==> config.mk <==
export PLATFORM = sky130hd
export DESIGN_NAME = zmodem_header_receiver
export DESIGN_NICKNAME = d
export VERILOG_FILES = /design/src/rtl/zhr_pkg.sv /design/src/rtl/zmodem_header_receiver.sv
export SDC_FILE = /design/constraint.sdc
export NUM_CORES = 1
export LEC_CHECK = 0
export BUFFER_PORTS_ARGS = -buffer_cell sky130_fd_sc_hd__buf_2
export CAP_MARGIN = 0
export CORE_ASPECT_RATIO = 1.75
export CORE_MARGIN = 10
export CORE_UTILIZATION = 30
export CTS_BUF_LIST = sky130_fd_sc_hd__clkbuf_2
export CTS_CLUSTER_DIAMETER = 40
export CTS_CLUSTER_SIZE = 25
export DETAILED_ROUTE_END_ITERATION = 10
export SLEW_MARGIN = 10
export SYNTH_ARGS = -nofsm -noshare
export SYNTH_HDL_FRONTEND = slang
export SYNTH_SLANG_ARGS = --single-unit
==> constraint.sdc <==
create_clock -name clk -period 6.3 [get_ports clk]
set_clock_uncertainty 0.2 [all_clocks]
set_input_delay 0 -clock clk [delete_from_list [all_inputs] [get_ports clk]]
set_output_delay 0 -clock clk [all_outputs]
set_load 0.01 [all_outputs]
==> src/rtl/zhr_pkg.sv <==
`default_nettype none
// ----------------------------------------------------------------------------
// zhr_pkg
// Shared constants and the CRC-16 byte update for the ZMODEM header receiver.
// ----------------------------------------------------------------------------
package zhr_pkg;

  localparam int GarbageWidth = 10;
  localparam int CancelWidth  = 4;

  // Register reset values
  localparam logic [GarbageWidth-1:0] GARBAGE_LIMIT_RESET = 10'd1000;
  localparam logic [CancelWidth-1:0]  CANCEL_RUN_RESET    = 4'd5;

  // Configuration register indexes
  localparam logic CFG_GARBAGE_LIMIT = 1'b0;
  localparam logic CFG_CANCEL_RUN    = 1'b1;

  // Result status codes
  localparam logic [1:0] ST_OK     = 2'd0;
  localparam logic [1:0] ST_BAD    = 2'd1;
  localparam logic [1:0] ST_CANCEL = 2'd2;
  localparam logic [1:0] ST_IOFAIL = 2'd3;

  // Special characters, compared on the low seven bits unless noted
  localparam logic [6:0] CH_XON    = 7'h11;
  localparam logic [6:0] CH_XOFF   = 7'h13;
  localparam logic [6:0] CH_CAN    = 7'h18;
  localparam logic [6:0] CH_PAD    = 7'h2A;
  localparam logic [6:0] CH_BIN16  = 7'h41;
  localparam logic [6:0] CH_HEX    = 7'h42;
  localparam logic [6:0] CH_LF     = 7'h0A;
  localparam logic [7:0] ESC_BYTE  = 8'h18;
  localparam logic [7:0] ESC_RUB0  = 8'h6C;
  localparam logic [7:0] ESC_RUB1  = 8'h6D;

  localparam logic [15:0] CRC_POLY = 16'h1021;

  // One byte through the CCITT CRC-16, most significant bit first.
  function automatic logic [15:0] zhr_crc_step(input logic [15:0] crc_in,
                                               input logic [7:0]  data);
    logic [15:0] crc;
    crc = crc_in ^ {data, 8'h00};
    for (int i = 0; i < 8; i++) begin
      if (crc[15]) begin
        crc = {crc[14:0], 1'b0} ^ CRC_POLY;
      end else begin
        crc = {crc[14:0], 1'b0};
      end
    end
    return crc;
  endfunction

endpackage
`default_nettype wire

==> src/rtl/zmodem_header_receiver.sv <==
`default_nettype none
// ----------------------------------------------------------------------------
// zmodem_header_receiver
// Hunts for a ZMODEM CRC-16 header in a byte stream and decodes it.
// ----------------------------------------------------------------------------
// The block takes one received byte (or one I/O failure) per clock cycle and
// can take a new one in every cycle while the result side keeps up. Each
// transfer is held in an input register and decoded by a single pass of logic
// (including an unrolled CRC-16 byte update). Where it completes, cancels or
// breaks a header, or holds an I/O failure, one result is written into the
// output register. After every result the decoder returns to the hunt for the
// next header; the garbage limit and cancel run registers are kept.
// Configuration is always ready and should only be written while idle.
module zmodem_header_receiver (
  input  wire logic        clk,
  input  wire logic        rst,
  // Byte input
  input  wire logic        in_valid,
  output logic             in_stall,
  input  wire logic [7:0]  rx_byte,
  input  wire logic        io_fail,
  input  wire logic [2:0]  fail_code,
  // Result output
  output logic             out_valid,
  input  wire logic        out_stall,
  output logic [1:0]       status,
  output logic [7:0]       frame_type,
  output logic [31:0]      header_value,
  output logic             hex_framed,
  output logic [2:0]       failure_kind,
  // Configuration
  input  wire logic        cfg_valid,
  output logic             cfg_ready,
  input  wire logic        cfg_index,
  input  wire logic [zhr_pkg::GarbageWidth-1:0] cfg_data
);
  import zhr_pkg::*;

  typedef enum logic [1:0] {
    PH_HUNT,
    PH_HEX,
    PH_BIN,
    PH_TRAIL
  } phase_t;

  // Configuration registers
  logic [GarbageWidth-1:0] garbage_limit;
  logic [CancelWidth-1:0]  cancel_run;

  // Input register
  logic       item_valid;
  logic [7:0] item_byte;
  logic       item_fail;
  logic [2:0] item_code;

  // Decoder state
  phase_t                  phase;
  logic [1:0]              prefix_progress;
  logic                    digit_index;
  logic                    escape_seen;
  logic [7:0]              byte_acc;
  logic [2:0]              bytes_taken;
  logic [15:0]             running_crc;
  logic [GarbageWidth-1:0] garbage_count;
  logic [CancelWidth-1:0]  cancel_count;
  logic                    hex_mode;
  logic [7:0]              type_byte;
  logic [31:0]             data_word;

  // Next values
  phase_t                  phase_next;
  logic [1:0]              prefix_progress_next;
  logic                    digit_index_next;
  logic                    escape_seen_next;
  logic [7:0]              byte_acc_next;
  logic [2:0]              bytes_taken_next;
  logic [15:0]             running_crc_next;
  logic [GarbageWidth-1:0] garbage_count_next;
  logic [CancelWidth-1:0]  cancel_count_next;
  logic                    hex_mode_next;
  logic [7:0]              type_byte_next;
  logic [31:0]             data_word_next;

  logic        emit;
  logic [1:0]  status_next;
  logic [7:0]  frame_type_next;
  logic [31:0] header_value_next;
  logic        hex_framed_next;
  logic [2:0]  failure_kind_next;

  logic        in_accept;
  logic        advance;
  logic        out_taken;

  logic [6:0]  c7;
  logic [3:0]  digit;
  logic        take;
  logic [7:0]  take_value;

  assign cfg_ready = 1'b1;

  // The item moves on whenever the output register is free or being emptied.
  assign out_taken = out_valid && !out_stall;
  assign advance   = item_valid && (!out_valid || !out_stall);
  assign in_stall  = item_valid && !advance;
  assign in_accept = in_valid && !in_stall;
  assign c7        = item_byte[6:0];

  always_comb begin
    phase_next           = phase;
    prefix_progress_next = prefix_progress;
    digit_index_next     = digit_index;
    escape_seen_next     = escape_seen;
    byte_acc_next        = byte_acc;
    bytes_taken_next     = bytes_taken;
    running_crc_next     = running_crc;
    garbage_count_next   = garbage_count;
    cancel_count_next    = cancel_count;
    hex_mode_next        = hex_mode;
    type_byte_next       = type_byte;
    data_word_next       = data_word;
    emit                 = 1'b0;
    status_next          = ST_OK;
    digit                = 4'd0;
    take                 = 1'b0;
    take_value           = 8'd0;

    if (item_fail) begin
      emit        = 1'b1;
      status_next = ST_IOFAIL;
    end else if (c7 != CH_XON && c7 != CH_XOFF) begin
      if (c7 == CH_CAN) begin
        if (cancel_count != {CancelWidth{1'b1}}) begin
          cancel_count_next = cancel_count + CancelWidth'(1);
        end
        if (cancel_count_next >= cancel_run) begin
          emit        = 1'b1;
          status_next = ST_CANCEL;
        end
      end else begin
        cancel_count_next = '0;
      end

      if (!emit) begin
        case (phase)
          PH_HUNT: begin
            if (c7 == CH_PAD) begin
              prefix_progress_next = 2'd1;
            end else if (prefix_progress == 2'd1 && c7 == CH_CAN) begin
              prefix_progress_next = 2'd2;
            end else if (prefix_progress == 2'd2 && (c7 == CH_BIN16 || c7 == CH_HEX)) begin
              hex_mode_next        = (c7 == CH_HEX);
              phase_next           = (c7 == CH_HEX) ? PH_HEX : PH_BIN;
              prefix_progress_next = 2'd0;
              running_crc_next     = '0;
              bytes_taken_next     = '0;
              byte_acc_next        = '0;
              digit_index_next     = 1'b0;
              escape_seen_next     = 1'b0;
            end else begin
              prefix_progress_next = 2'd0;
            end
            // Anything that leaves the prefix matcher at rest counts as garbage.
            if (phase_next == PH_HUNT && prefix_progress_next == 2'd0) begin
              if (garbage_count != {GarbageWidth{1'b1}}) begin
                garbage_count_next = garbage_count + GarbageWidth'(1);
              end
              if (garbage_count_next >= garbage_limit) begin
                emit        = 1'b1;
                status_next = ST_CANCEL;
              end
            end
          end
          PH_HEX: begin
            if (c7 inside {[7'h30:7'h39]}) begin
              digit = c7[3:0];
            end else if (c7 inside {[7'h61:7'h66]}) begin
              digit = c7[3:0] + 4'd9;
            end else begin
              emit        = 1'b1;
              status_next = ST_BAD;
            end
            if (!emit) begin
              byte_acc_next = {byte_acc[3:0], digit};
              if (!digit_index) begin
                digit_index_next = 1'b1;
              end else begin
                take       = 1'b1;
                take_value = {byte_acc[3:0], digit};
              end
            end
          end
          PH_BIN: begin
            if (item_byte == ESC_BYTE) begin
              escape_seen_next = 1'b1;
            end else if (!escape_seen) begin
              take       = 1'b1;
              take_value = item_byte;
            end else if (item_byte == ESC_RUB0) begin
              take       = 1'b1;
              take_value = 8'h7F;
            end else if (item_byte == ESC_RUB1) begin
              take       = 1'b1;
              take_value = 8'hFF;
            end else if (item_byte[6:5] == 2'b10) begin
              take       = 1'b1;
              take_value = item_byte ^ 8'h40;
            end else begin
              emit        = 1'b1;
              status_next = ST_BAD;
            end
          end
          default: begin
            if (c7 == CH_LF) begin
              emit        = 1'b1;
              status_next = ST_OK;
            end
          end
        endcase
      end

      if (take) begin
        running_crc_next = zhr_crc_step(running_crc, take_value);
        case (bytes_taken)
          3'd0:    type_byte_next = take_value;
          3'd1:    data_word_next[7:0]   = data_word[7:0]   | take_value;
          3'd2:    data_word_next[15:8]  = data_word[15:8]  | take_value;
          3'd3:    data_word_next[23:16] = data_word[23:16] | take_value;
          3'd4:    data_word_next[31:24] = data_word[31:24] | take_value;
          default: data_word_next = data_word;
        endcase
        bytes_taken_next = bytes_taken + 3'd1;
        if (bytes_taken != 3'd6) begin
          byte_acc_next    = '0;
          digit_index_next = 1'b0;
          escape_seen_next = 1'b0;
        end else if (running_crc_next != 16'd0) begin
          emit        = 1'b1;
          status_next = ST_BAD;
        end else if (hex_mode) begin
          phase_next = PH_TRAIL;
        end else begin
          emit        = 1'b1;
          status_next = ST_OK;
        end
      end
    end

    frame_type_next   = (status_next == ST_OK) ? type_byte_next : 8'd0;
    header_value_next = data_word_next;
    hex_framed_next   = hex_mode_next;
    failure_kind_next = (status_next == ST_IOFAIL) ? item_code : 3'd0;

    // A result always returns the decoder to the hunt.
    if (emit) begin
      phase_next           = PH_HUNT;
      prefix_progress_next = '0;
      digit_index_next     = 1'b0;
      escape_seen_next     = 1'b0;
      byte_acc_next        = '0;
      bytes_taken_next     = '0;
      running_crc_next     = '0;
      garbage_count_next   = '0;
      cancel_count_next    = '0;
      hex_mode_next        = 1'b0;
      type_byte_next       = '0;
      data_word_next       = '0;
    end
  end

  always_ff @(posedge clk) begin
    if (rst) begin
      garbage_limit   <= GARBAGE_LIMIT_RESET;
      cancel_run      <= CANCEL_RUN_RESET;
      item_valid      <= 1'b0;
      out_valid       <= 1'b0;
      phase           <= PH_HUNT;
      prefix_progress <= '0;
      digit_index     <= 1'b0;
      escape_seen     <= 1'b0;
      byte_acc        <= '0;
      bytes_taken     <= '0;
      running_crc     <= '0;
      garbage_count   <= '0;
      cancel_count    <= '0;
      hex_mode        <= 1'b0;
      type_byte       <= '0;
      data_word       <= '0;
    end else begin
      if (cfg_valid && cfg_ready) begin
        case (cfg_index)
          CFG_GARBAGE_LIMIT: garbage_limit <= cfg_data;
          CFG_CANCEL_RUN:    cancel_run    <= cfg_data[CancelWidth-1:0];
          default:           garbage_limit <= garbage_limit;
        endcase
      end

      if (in_accept) begin
        item_valid <= 1'b1;
      end else if (advance) begin
        item_valid <= 1'b0;
      end

      if (advance) begin
        phase           <= phase_next;
        prefix_progress <= prefix_progress_next;
        digit_index     <= digit_index_next;
        escape_seen     <= escape_seen_next;
        byte_acc        <= byte_acc_next;
        bytes_taken     <= bytes_taken_next;
        running_crc     <= running_crc_next;
        garbage_count   <= garbage_count_next;
        cancel_count    <= cancel_count_next;
        hex_mode        <= hex_mode_next;
        type_byte       <= type_byte_next;
        data_word       <= data_word_next;
      end

      if (advance && emit) begin
        out_valid <= 1'b1;
      end else if (out_taken) begin
        out_valid <= 1'b0;
      end
    end
  end

  // Payload registers
  always_ff @(posedge clk) begin
    if (in_accept) begin
      item_byte <= rx_byte;
      item_fail <= io_fail;
      item_code <= fail_code;
    end
    if (advance && emit) begin
      status       <= status_next;
      frame_type   <= frame_type_next;
      header_value <= header_value_next;
      hex_framed   <= hex_framed_next;
      failure_kind <= failure_kind_next;
    end
  end

  // A result leaves the decoder back in the hunt with nothing collected.
  a_clear_after_result: assert property (@(posedge clk) disable iff (rst)
    advance && emit |=> phase == PH_HUNT && bytes_taken == 3'd0 && data_word == 32'd0)
    else $error("decoder state not cleared after a result");

  // The input side only waits on a held result.
  a_stall_cause: assert property (@(posedge clk) disable iff (rst)
    in_stall |-> item_valid && out_valid && out_stall)
    else $error("input stalled without a held result");

  // The trailer is only reached after all seven hex bytes.
  a_trailer_entry: assert property (@(posedge clk) disable iff (rst)
    phase == PH_TRAIL |-> hex_mode && bytes_taken == 3'd7)
    else $error("trailer phase entered early");

  // The prefix matcher is idle outside the hunt.
  a_prefix_idle: assert property (@(posedge clk) disable iff (rst)
    phase != PH_HUNT |-> prefix_progress == 2'd0)
    else $error("prefix progress set outside the hunt");

  // Only a good header reports its type, only an I/O failure its kind.
  a_result_fields: assert property (@(posedge clk) disable iff (rst)
    out_valid |-> (status == ST_OK || frame_type == 8'd0) &&
                  (status == ST_IOFAIL || failure_kind == 3'd0))
    else $error("result fields inconsistent with status");

endmodule
`default_nettype wire
==> reports/results.txt, run 1 <==
The number of hold violations in the final report was 0; the total iterations of the first detailed-routing run was 5. The kind of launch point of the worst setup path was a flop. The final cell area excluding filler cells was 9650 um2; the normalized max-slew margin was 38.1%. The tools report the final number of max-transition violations as 0. The tree is rooted in a clkbuf_2. The floorplan has 78 rows. The signal on the critical path passes through ha_1, nand3_1, mux2_2, ha_1, or4b_1, a21oi_1, nor3_2, a21oi_2, xnor2_2, xnor3_2, nor4_4, a21oi_2, a21boi_4, buf_4, o2111ai_4, o31ai_1. For this run, asynchronously set or reset flops after synthesis account for 0%. After synthesis, flip-flops and latches occupy 47.3% of the total area.

For this run, design rule violations remaining after detail routing come to 0. Actual transition at the worst max-transition pin: 0.928 ns. For the final setup TNS, the log shows 0 ns.

TritonCTS built the clock tree. The post-layout minimum cycle time is 5.50 ns, and the number of filler instances in the final layout is 2625. The overall power after layout is 0.00182 W, and the worst-case register-to-register setup slack is 0.80 ns. For this run, the post-layout net count is 1039.

The horizontal die dimension works out to 143 um. dfxtp_1 takes more of the synthesized area than any other cell. The setup path with the least slack is of type reg -> reg. The share of synthesized area in the top cell type comes to 25.3%. After technology mapping, the gate count stands at 834. The initial antenna violation count came out at 1.

The first global-routing pass estimated 35100 um of wire. The finished layout holds 1316 standard cells, fillers aside. The routed layout has 6709 vias.

The post-synthesis sequential element count was 158; the worst hold-check slack was 0.164 ns. The number of nets in the synthesized netlist is 891. The worst register-to-register path begins at cancel_count[0]. The analysis attributes to cell leakage a power of 3.96 nW. Setup repair after global routing left no endpoint under its margin. The wire-length estimate of the detail-placed layout is 16400 um. Summing all placed instances gives a cell area of 8650 um2.

In this run the most critical hold path is launched from cfg_valid. The level count of the clock H-tree is 4, and the number of clock sinks seen by CTS is 158. Endpoint of the worst register-to-register path: garbage_count[2]. The worst path uses 87.3% of the clock period. The tools report the total length of routed wires as 22100 um. The tools report the pin count of the biggest net entering global routing as 35.

The clock reaches the later pin of the worst-skew pair after 0.77 ns. In the synthesized netlist the dominant register cell turns out to be dfxtp_1. Data arrives at the worst endpoint at 5.99 ns.

For the total area of sequential cells, the log shows 3740 um2. The power per cell area works out to 189 nW/um2. The family with the most delay on the worst path is compound AO/OA/AOI/OAI gates.

For the worst flop-to-flop path, the logic depth is 16. Using the TritonRoute via totals, the vias-per-cell ratio works out to 5.10. Number of buffer and inverter instances along the worst setup path: 1. Path type of the worst min-delay path: in -> reg. Across the run, the number of max-cap violations was 0. The slowest stage cell on the critical path was or4b_1. The tools report the top-level I/O count as 77. The flow ran to the end, and the final reports show no timing, DRC or antenna violations. The run gives 0.0000923 V as the highest ir drop seen on vdd. After detailed routing, the average wire length per cell comes to 16.8 um. The number of buffers inserted by post-CTS setup repair came out at 0. Summing every instance area after synthesis gives 7910 um2. The number of global-route vias before repair was 6685; the required time of the critical path was 6.79 ns. In this run the worst path has a maximum fanout of 20.

Routability-driven placement finished with a final weighted congestion of 0.940. For the remaining number of nets flagged by the antenna check after routing, the log shows 0. After global routing the overflow that remains totals 0. The area of the placeable core was 26000 um2.

The register clock-pin slew on the reported worst setup and hold paths is 0.25 ns, and the distinct cell type count after synthesis is 78. After synthesis, the cell types taking the most area are dfxtp_1, edfxtp_1, ha_1. The logs give 13.3% for the overall track demand over capacity in global routing and 33500 um2 for the overall die area. The delay of the slowest cell on the worst path is 0.51 ns.

The path with the worst hold slack has its endpoint at garbage_limit[3]. The Yosys step of the flow raised 0 warnings. The number of DRC violations after detailed-routing iteration 0 was 376. The number of enable-type register cells in the synthesized netlist is 58, and the total of buffers placed on input and output ports is 75. The number of buffers added by the clock tree synthesis step is 17. The worst hold path was traced through 5 stages. The run gives 1205 as the cell total after placement. The type of element capturing the critical path is a flop. For this design, the CTS-stage hold fixing added 78 buffers. The largest buffer count on any clock path was 2. The post-synthesis average cell area was 9.48 um2; the relative area change from synthesis to final layout was 22.0%. The number of setup violations in the final report is 0, and the fraction of final layout cells with drive strength greater than 1 is 14.9%.

In the final layout, the multi-input gates occupy 3860 um2. Static timing analysis puts the maximum clock frequency at 182 MHz. The post-CTS resize count came out at 0. The tools report the initial cell density of the core as 30.5%. The height of the die was 235 um.
## cell type report
type | count | share of cell area, %
antenna | 1 | 0.0259
clock buffer | 17 | 0.882
clock inverter | 15 | 1.43
inverter | 36 | 1.40
multi-input combinational | 600 | 40.0
sequential | 158 | 38.8
tap | 320 | 4.15
timing repair buffer | 169 | 13.4
## logic make-up (layout without fill, tap and decap cells)
family / Yosys count / after routing / share of synthesized area [%]
muxes: 8 / 8 / 1.03
adders and majority gates: 29 / 29 / 4.59
and+or+nand+nor: 298 / 298 / 19.6
other: 1 / 2 / 0.0474
DFF: 158 / 158 / 47.3
AOI/OAI and AO/OA: 236 / 236 / 20.2
buffers and inverters: 76 / 237 / 3.89
xor gates and xnor gates: 28 / 28 / 3.39
## flip-flops by register name, indices dropped and copies added (netlist names), 8 cells and up
name	cells
item_byte	8
running_crc	16
garbage_limit	10
frame_type	8
header_value	32
data_word	32
type_byte	8
garbage_count	10
## power by group
group	internal, W	switching [W]
clock network	0.000149	0.000392
registers	0.00108	0.0000149
logic	0.0000819	0.000105
total	0.00131	0.000512
## worst register-to-register path, cell delays in order, from the launching register on
cell and delay, ns:
dfxtp_1 0.40, ha_1 0.25, nand3_1 0.14, mux2_2 0.36, ha_1 0.20, or4b_1 0.51
a21oi_1 0.35, nor3_2 0.15, a21oi_2 0.45, xnor2_2 0.21, xnor3_2 0.47, nor4_4 0.34
a21oi_2 0.19, a21boi_4 0.36, buf_4 0.32, o2111ai_4 0.25, o31ai_1 0.27
## through the flow
| stage | worst slack [ns] | util [%] |
|---|---|---|
| global placement | 0.982 | 33.3 |
| floorplan | 1.27 | - |
| finish | 0.800 | 37.2 |
| CTS | 0.791 | 37.2 |
| global route | 0.414 | 37.2 |
| detailed placement | 0.840 | 33.3 |
## routing by layer
| metal | part of all wire [%] | track usage, % | wire length [um] |
|---|---|---|---|
| met1 | 37 | 13.5 | 8280 |
| met2 | 54 | 24.4 | 12000 |
| met3 | 4.2 | 2.70 | 935 |
| met4 | 4.2 | 6.92 | 922 |
| met5 | 0 | 0 | 0 |
## cell usage after synthesis, types with 8 or more instances
| library cell | instances |
|---|---|
| nand3_1 | 38 |
| buf_2 | 12 |
| ha_1 | 29 |
| inv_1 | 36 |
| and2_1 | 14 |
| clkbuf_1 | 22 |
| a21o_1 | 36 |
| nor2b_1 | 11 |
| o21ai_0 | 56 |
| a22o_1 | 8 |
| o211ai_1 | 8 |
| and3_1 | 9 |
| nand2b_1 | 13 |
| nor2_1 | 75 |
| xnor2_1 | 18 |
| nand2_1 | 71 |
| dfxtp_1 | 100 |
| nand4_1 | 22 |
| a21oi_1 | 39 |
| edfxtp_1 | 58 |
| o21ai_1 | 22 |
| xor2_1 | 8 |
## how the worst max path moves through the flow
stage,end,slack (ns),startpoint,cells past startpoint
detailed placement,garbage_count[2],0.84,cancel_count[0],16
global route,running_crc[13],0.41,cancel_count[0],15
global placement,garbage_count[2],0.98,cancel_count[0],16
floorplan,failure_kind[0],1.27,cancel_count[0],15
CTS,garbage_count[2],0.79,cancel_count[0],16
finish,garbage_count[2],0.80,cancel_count[0],16
## layout by cell type, fill, tap and decap left out, drive strengths merged, types with 9 or more instances in the layout
cell type    count
a21o            36
a21oi           41
and2            14
and3             9
buf             91
clkbuf          17
dfxtp          100
dlygate4sd3     78
edfxtp          58
ha              29
inv             41
nand2           72
nand2b          14
nand3           38
nand4           22
nor2            75
nor2b           11
o21ai           78
xnor2           19
(Power assumes the default switching activity.)
==> run 2: changes to the inputs <==
--- a/config.mk
+++ b/config.mk
@@ -10,9 +10,10 @@
 export CORE_ASPECT_RATIO = 1.75
 export CORE_MARGIN = 10
-export CORE_UTILIZATION = 30
+export CORE_UTILIZATION = 41
 export CTS_BUF_LIST = sky130_fd_sc_hd__clkbuf_2
 export CTS_CLUSTER_DIAMETER = 40
 export CTS_CLUSTER_SIZE = 25
 export DETAILED_ROUTE_END_ITERATION = 10
+export PLACE_DENSITY = 0.67
 export SLEW_MARGIN = 10
 export SYNTH_ARGS = -nofsm -noshare
==> constraint.sdc (replaced) <==
create_clock -name clk -period 6.3 [get_ports clk]
set_clock_uncertainty 0.2 [all_clocks]
set_input_delay 0.315 -clock clk [delete_from_list [all_inputs] [get_ports clk]]
set_output_delay 0.315 -clock clk [all_outputs]
set_load 0.01 [all_outputs]
==> reports/results.txt, run 2 (synthesis gave the netlist of run 1 again) <==
The run finished with clean final reports. The number of hold buffers added after CTS was 55 (was 78); the number of hold violations in the final report was 0 (unchanged). For the number of clock sinks seen by CTS, the log shows 158 (unchanged).

Path type of the worst min-delay path: in -> reg (unchanged). The top fanout value on the critical path is 13 (was 20). The most common cell after layout, fill and taps aside is dfxtp_1 (unchanged). The tools report the buffer cell driving the clock tree root as clkbuf_2 (unchanged). The slowest stage cell on the critical path was nand4_1 (was or4b_1).

The pin count of the biggest net entering global routing came out at 35 (unchanged). The run gives 1 (unchanged) as the initial antenna violation count. The number of instances on the worst hold path was 2 (was 5). The number of maximum-capacitance violations came out at 0 (unchanged). The run gives 544 (was 376) as the number of DRC violations after detailed-routing iteration 0.

The overall power after layout came out at 0.00184 W (was 0.00182 W). The number of design rule violations left after detail routing came out at 0 (unchanged). The largest buffer count on any clock path came out at 2 (unchanged). The total area of sequential cells is 3740 um2 (unchanged), and the final setup TNS is 0 ns (unchanged).

The depth of the most critical reg-to-reg path is 15 (was 16), and the data arrival time of the critical path is 6.02 ns (was 5.99 ns). The tools report the total via count after detailed routing as 6573 (was 6709). The type of element capturing the critical path was a flop (unchanged). The run gives 77 (unchanged) as the top-level I/O count. Number of setup violations in the final report: 0 (unchanged). The worst-case register-to-register setup slack is 0.71 ns (was 0.80 ns). The number of rows created at floorplan is 67 (was 78), and the placed standard-cell area is 8500 um2 (was 8650 um2). The tools report the setup slack of the critical path after layout as 0.713 ns (was 0.800 ns). The area of the placeable core is 19000 um2 (was 26000 um2), and the remaining number of nets flagged by the antenna check after routing is 0 (unchanged). The delay of the slowest cell on the worst path works out to 0.55 ns (was 0.51 ns). The kind of launch point of the worst setup path was a flop (unchanged). The tools report the worst-case hold path end point as item_byte[1] (was garbage_limit[3]). The tools report the normalized max-slew margin as 26.3% (was 38.1%). The register clock-pin slew on the reported worst setup and hold paths was 0.25 ns (about the same).

The post-layout minimum cycle time works out to 5.59 ns (was 5.50 ns). The endpoint of the worst register-to-register path is running_crc[6] (was garbage_count[2]). TritonCTS built the clock tree. The tools report the number of global-route vias before repair as 6658 (was 6685). The relative area change from synthesis to final layout was 17.5% (was 22.0%). The number of buffers added by the clock tree synthesis step was 17 (unchanged).

Leading cell types in the layout, fill and taps excluded: dfxtp_1, nor2_1, buf_2 (was dfxtp_1, dlygate4sd3_1, nor2_1, buf_2, nand2_1). The final estimated routing congestion in global placement came out at 0.911 (was 0.940). The post-CTS resize count was 0 (unchanged). The global-route wire length before repair was 33900 um (was 35100 um); the final worst-path cycle share was 88.7% (was 87.3%).

The logs give 3.84 nW (was 3.96 nW) for the leakage power total and 0.752 ns (was 0.840 ns) for the setup slack after placement. The height of the die was 204 um (was 235 um). Setup repair after global routing left no endpoint under its margin. Cells along the critical path: ha_1, nand3_1, mux2_2, ha_1, or4b_1, a21oi_1, nor3_2, a21oi_2, xnor2_2, xnor3_2, nor4_4, a21oi_2, a21boi_4, nand4_1, o21ai_0 (was ha_1, nand3_1, mux2_2, ha_1, or4b_1, a21oi_1, nor3_2, a21oi_2, xnor2_2, xnor3_2, nor4_4, a21oi_2, a21boi_4, buf_4, o2111ai_4, o31ai_1). The tools report the highest ir drop seen on vdd as 0.000116 V (was 0.0000923 V). Type of the worst setup path: reg -> reg (unchanged). The actual transition at the worst max-transition pin works out to 1.11 ns (was 0.928 ns).

Number of cells in the finished layout apart from fillers: 1210 (was 1316). The run gives 25500 um2 (was 33500 um2) as the overall die area. The number of filler instances in the final layout is 1794 (was 2625), and the final net count is 1011 (was 1039).

The initial cell density of the core was 41.6% (was 30.5%). The run gives 15300 um (was 16400 um) as the half-perimeter wire length after detailed placement. The power per cell area is 198 nW/um2 (was 189 nW/um2). Registers with the most flip-flops: data_word (32), header_value (32), running_crc (16) (unchanged). The average wire length per cell after detail routing is 17.2 um (was 16.8 um).

Beginning of the critical path: cancel_count[0] (unchanged). Number of buffers inserted by post-CTS setup repair: 0 (unchanged). The average via count per standard cell works out to 5.43 (was 5.10).

The total length of routed wires was 20900 um (was 22100 um). The fraction of final layout cells with drive strength greater than 1 is 14.8% (was 14.9%), and the level count of the clock H-tree is 4 (unchanged). The area occupied by multi-input gates came out at 3860 um2 (about the same). The tools report the worst-skew pair later-pin latency as 0.75 ns (was 0.77 ns).

The startpoint of the lowest-slack hold path is rx_byte[1] (was cfg_valid). The horizontal die dimension was 125 um (was 143 um). The required time of the critical path is 6.73 ns (was 6.79 ns), and the total of buffers placed on input and output ports is 75 (unchanged).

The tools report the remaining global-route overflow as 0 (unchanged). The total iterations of the first detailed-routing run came out at 5 (unchanged). The final number of max-transition violations was 0 (unchanged). The worst flop-to-flop path startpoint is cancel_count[0] (unchanged).

For the overall track demand over capacity in global routing, the log shows 16.3% (was 13.3%). The logs give 1121 (was 1205) for the cell total after placement and 9290 um2 (was 9650 um2) for the final cell area excluding filler cells. The top achievable clock speed is 179 MHz (was 182 MHz).
[run 2: cell types whose count changed in the layout (fill, tap and decap cells not counted), sizes merged]
cell | previous run | this run
inv | 41 | 44
dlygate4sd3 | 78 | 55
diode | 1 | 2
buf | 91 | 86
clkinvlp | 3 | 1
clkinv | 6 | 5
[run 2: area by class of cell]
cell class / instances / area share, %
Timing Repair Buffer: 141 / 10.9
Sequential cell: 158 / 40.3
Tap cell: 241 / 3.24
Multi-Input combinational cell: 600 / 41.6
Antenna cell: 2 / 0.0539
Inverter: 36 / 1.45
Clock inverter: 15 / 1.64
Clock buffer: 17 / 0.916
[run 2: metrics by stage]
stage	utilization [%]	hold slack [ns]
CTS	48.8	0.00181
global placement	44.7	0.245
global route	48.8	0.0107
detailed placement	44.7	0.248
finish	48.8	0.0799
floorplan	-	0.214
[run 2: routing by layer]
metal / GRT usage [%] / vias up / share of wire [%]
li1: - / 3282 / -
met1: 16.6 / 3053 / 38
met2: 29.9 / 184 / 52
met3: 3.14 / 54 / 4.3
met4: 10.2 / 0 / 5.4
met5: 0 / - / 0
[run 2: where the power goes]
| group | total, W | switching, W | internal (W) |
|---|---|---|---|
| Clock | 0.000571 | 0.000413 | 0.000159 |
| Combinational | 0.000172 | 0.000101 | 0.0000708 |
| Sequential | 0.00109 | 0.0000139 | 0.00108 |
| Total | 0.00184 | 0.000527 | 0.00131 |
[run 2: worst max path at each step]
| stage | endpoint | slack (ns) | cells past startpoint |
|---|---|---|---|
| 2_1_floorplan | failure_kind[0] | 1.27 | 15 |
| 3_3_place_gp | running_crc[6] | 0.91 | 15 |
| 3_5_place_dp | running_crc[15] | 0.75 | 15 |
| 4_1_cts | running_crc[6] | 0.70 | 15 |
| 5_1_grt | running_crc[6] | 0.33 | 15 |
| 6_report | running_crc[6] | 0.71 | 15 |
[run 2: worst max-delay path: cells and delay by family (launching register included)]
kind | cells | cell delay [ns]
adder cells (fa/ha/maj) | 2 | 0.44
flip-flops | 1 | 0.40
multiplexers | 1 | 0.37
AND/OR/NAND/NOR | 5 | 1.69
XOR/XNOR | 2 | 0.68
AO/OA/AOI/OAI | 5 | 1.69
==> run 3: changes to the inputs <==
- CELL_PAD_IN_SITES_DETAIL_PLACEMENT: unset -> 1
- CELL_PAD_IN_SITES_GLOBAL_PLACEMENT: unset -> 2
- CORE_UTILIZATION: 41 -> 39
- PLACE_DENSITY: 0.67 -> 0.9
==> reports/results.txt, run 3 (synthesis gave the netlist of run 1 again) <==
The run gives 0.71 ns (about the same) as the worst-case register-to-register setup slack. The run gives 39.9% (was 41.6%) as the initial cell density of the core. The logs give 399 (was 544) for the number of DRC violations after detailed-routing iteration 0 and 0 (unchanged) for the number of setup violations in the final report. The post-layout minimum cycle time was 5.59 ns (about the same); the required time of the critical path was 6.60 ns (was 6.73 ns).

For the setup slack after placement, the log shows 0.801 ns (was 0.752 ns). The run gives 68 (was 67) as the number of rows created at floorplan. The leakage power total was 3.89 nW (was 3.84 nW); the initial antenna violation count was 1 (unchanged).

The number of instances on the worst hold path works out to 4 (was 2). The tools report the startpoint of the lowest-slack hold path as cfg_data[0] (was rx_byte[1]). Type of the worst setup path: reg -> reg (unchanged). The logs give 0 (unchanged) for the final number of max-transition violations and 17 (unchanged) for the number of buffers added by the clock tree synthesis step. The actual transition at the worst max-transition pin came out at 1.15 ns (was 1.11 ns).

The final net count is 1026 (was 1011). Register clock-pin slew on the reported worst setup and hold paths: 0.23 ns (was 0.25 ns). The path type of the worst min-delay path is in -> reg (unchanged). The average wire length per cell after detail routing was 20.2 um (was 17.2 um). The fraction of final layout cells with drive strength greater than 1 is 14.8% (about the same).

The total of buffers placed on input and output ports came out at 75 (unchanged). The tools report the buffer cell driving the clock tree root as clkbuf_2 (unchanged). The logs give 2 (unchanged) for the largest buffer count on any clock path and 0.000139 V (was 0.000116 V) for the highest ir drop seen on vdd. The relative area change from synthesis to final layout was 19.1% (was 17.5%); the overall track demand over capacity in global routing was 18.7% (was 16.3%). The height of the die is 208 um (was 204 um). Leading cell types in the layout, fill and taps excluded: dfxtp_1, nor2_1, buf_2 (unchanged). The flow ran to the end, and the final reports show no timing, DRC or antenna violations. The run gives 2304 (was 1794) as the number of filler instances in the final layout. The depth of the most critical reg-to-reg path works out to 16 (was 15). The logs give 4 (unchanged) for the level count of the clock H-tree and 39400 um (was 33900 um) for the global-route wire length before repair. The top achievable clock speed was 179 MHz (about the same). The number of hold violations in the final report was 0 (unchanged); the number of global-route vias before repair was 7187 (was 6658). Area of the placeable core: 19800 um2 (was 19000 um2). Worst-skew pair later-pin latency: 0.82 ns (was 0.75 ns).

Top fanout value on the critical path: 23 (was 13). The tools report the total iterations of the first detailed-routing run as 5 (unchanged). The final estimated routing congestion in global placement was 0.898 (was 0.911).

The final worst-path cycle share was 88.7% (about the same). The kind of launch point of the worst setup path is a flop (unchanged). Horizontal die dimension: 128 um (was 125 um). Registers with the most flip-flops: data_word (32), header_value (32), running_crc (16) (unchanged). TritonCTS built the clock tree. The tools report the endpoint of the worst register-to-register path as header_value[1] (was running_crc[6]). For the half-perimeter wire length after detailed placement, the log shows 18000 um (was 15300 um).

The logs give 35 (unchanged) for the pin count of the biggest net entering global routing and 0 (unchanged) for the post-CTS resize count. The run gives 24900 um (was 20900 um) as the total length of routed wires. Power per cell area: 195 nW/um2 (was 198 nW/um2). The remaining global-route overflow came out at 0 (unchanged). The logs give 6868 (was 6573) for the total via count after detailed routing and 77 (unchanged) for the top-level I/O count. Average via count per standard cell: 5.59 (was 5.43). The number of maximum-capacitance violations is 0 (unchanged). The run gives 0 (unchanged) as the remaining number of nets flagged by the antenna check after routing.

For the data arrival time of the critical path, the log shows 5.89 ns (was 6.02 ns). For the normalized max-slew margin, the log shows 23.2% (was 26.3%). The number of design rule violations left after detail routing was 0 (unchanged). The final setup TNS was 0 ns (unchanged); the number of clock sinks seen by CTS was 158 (unchanged). The worst-case hold path end point is cancel_run[0] (was item_byte[1]). Worst flop-to-flop path startpoint: cancel_count[0] (unchanged). The setup slack of the critical path after layout is 0.715 ns (was 0.713 ns). The most common cell after layout, fill and taps aside is dfxtp_1 (unchanged). The run gives 26600 um2 (was 25500 um2) as the overall die area.

The type of element capturing the critical path is a flop (unchanged). Setup repair after global routing left no endpoint under its margin.
-- run 3: repair_timing --
action	CTS	global route
hold endpoints to repair	53	0
hold buffers	68	0
setup buffers	0	0
-- run 3: how the worst max path moves through the flow --
| stage | depth (start not counted) | to | slack [ns] | start |
|---|---|---|---|---|
| global route | 14 | header_value[1] | 0.33 | item_byte[0] |
| CTS | 14 | header_value[1] | 0.74 | item_byte[0] |
| global placement | 16 | header_value[0] | 0.99 | cancel_count[0] |
| finish | 16 | header_value[1] | 0.71 | cancel_count[0] |
| floorplan | 15 | failure_kind[0] | 1.27 | cancel_count[0] |
| detailed placement | 16 | header_value[5] | 0.80 | cancel_count[0] |
-- run 3: area by class of cell --
type                    count  area (um2)  area share (%)
inverters                  36         135            1.43
well taps                 245         307            3.25
flip-flops and latches    158        3740            39.7
multi-input cells         600        3860            41.0
diodes                      1        2.50          0.0266
repair buffers            156        1150            12.2
clock buffers              18        90.1           0.956
clock inverters            14         133            1.41
-- run 3: where the power goes --
| group | switching [W] | internal (W) | total [W] | leakage, nW |
|---|---|---|---|---|
| sequential | 0.0000168 | 0.00108 | 0.00110 | 1.34 |
| clock | 0.000403 | 0.000153 | 0.000555 | 0.133 |
| combinational | 0.000108 | 0.0000767 | 0.000184 | 2.42 |
-- run 3: metrics by stage --
stage	hold slack, ns	area (um2)	power, W	utilization, %	instances
6_report	0.137	9420	0.00184	47.5	1228
4_1_cts	0.0267	9420	0.00186	47.5	1227
3_5_place_dp	0.256	8520	0.00127	43.0	1127
5_1_grt	0.0987	9420	0.00191	47.5	1228
2_1_floorplan	0.214	7910	0.00121	-	834
3_3_place_gp	0.246	8520	0.00126	43.0	1127
-- run 3: worst max-delay path: stages, from the launching register on --
cell	delay, ns
dfxtp_1	0.40
ha_1	0.25
nand3_1	0.14
mux2_2	0.37
ha_1	0.19
or4b_1	0.51
a21oi_1	0.37
nor3_2	0.18
a21oi_2	0.44
xnor2_2	0.17
xnor3_2	0.42
nor4_4	0.08
a21oi_2	0.45
nand2b_4	0.28
nand2_1	0.09
inv_2	0.42
buf_4	0.33
-- run 3: layer usage --
layer	global-route usage, %	part of all wire (%)	vias up
met1	18.5	37	3359
met2	35.3	56	154
li1	-	-	3306
met4	8.86	3.5	0
met5	0	0	-
met3	4.15	4.0	49
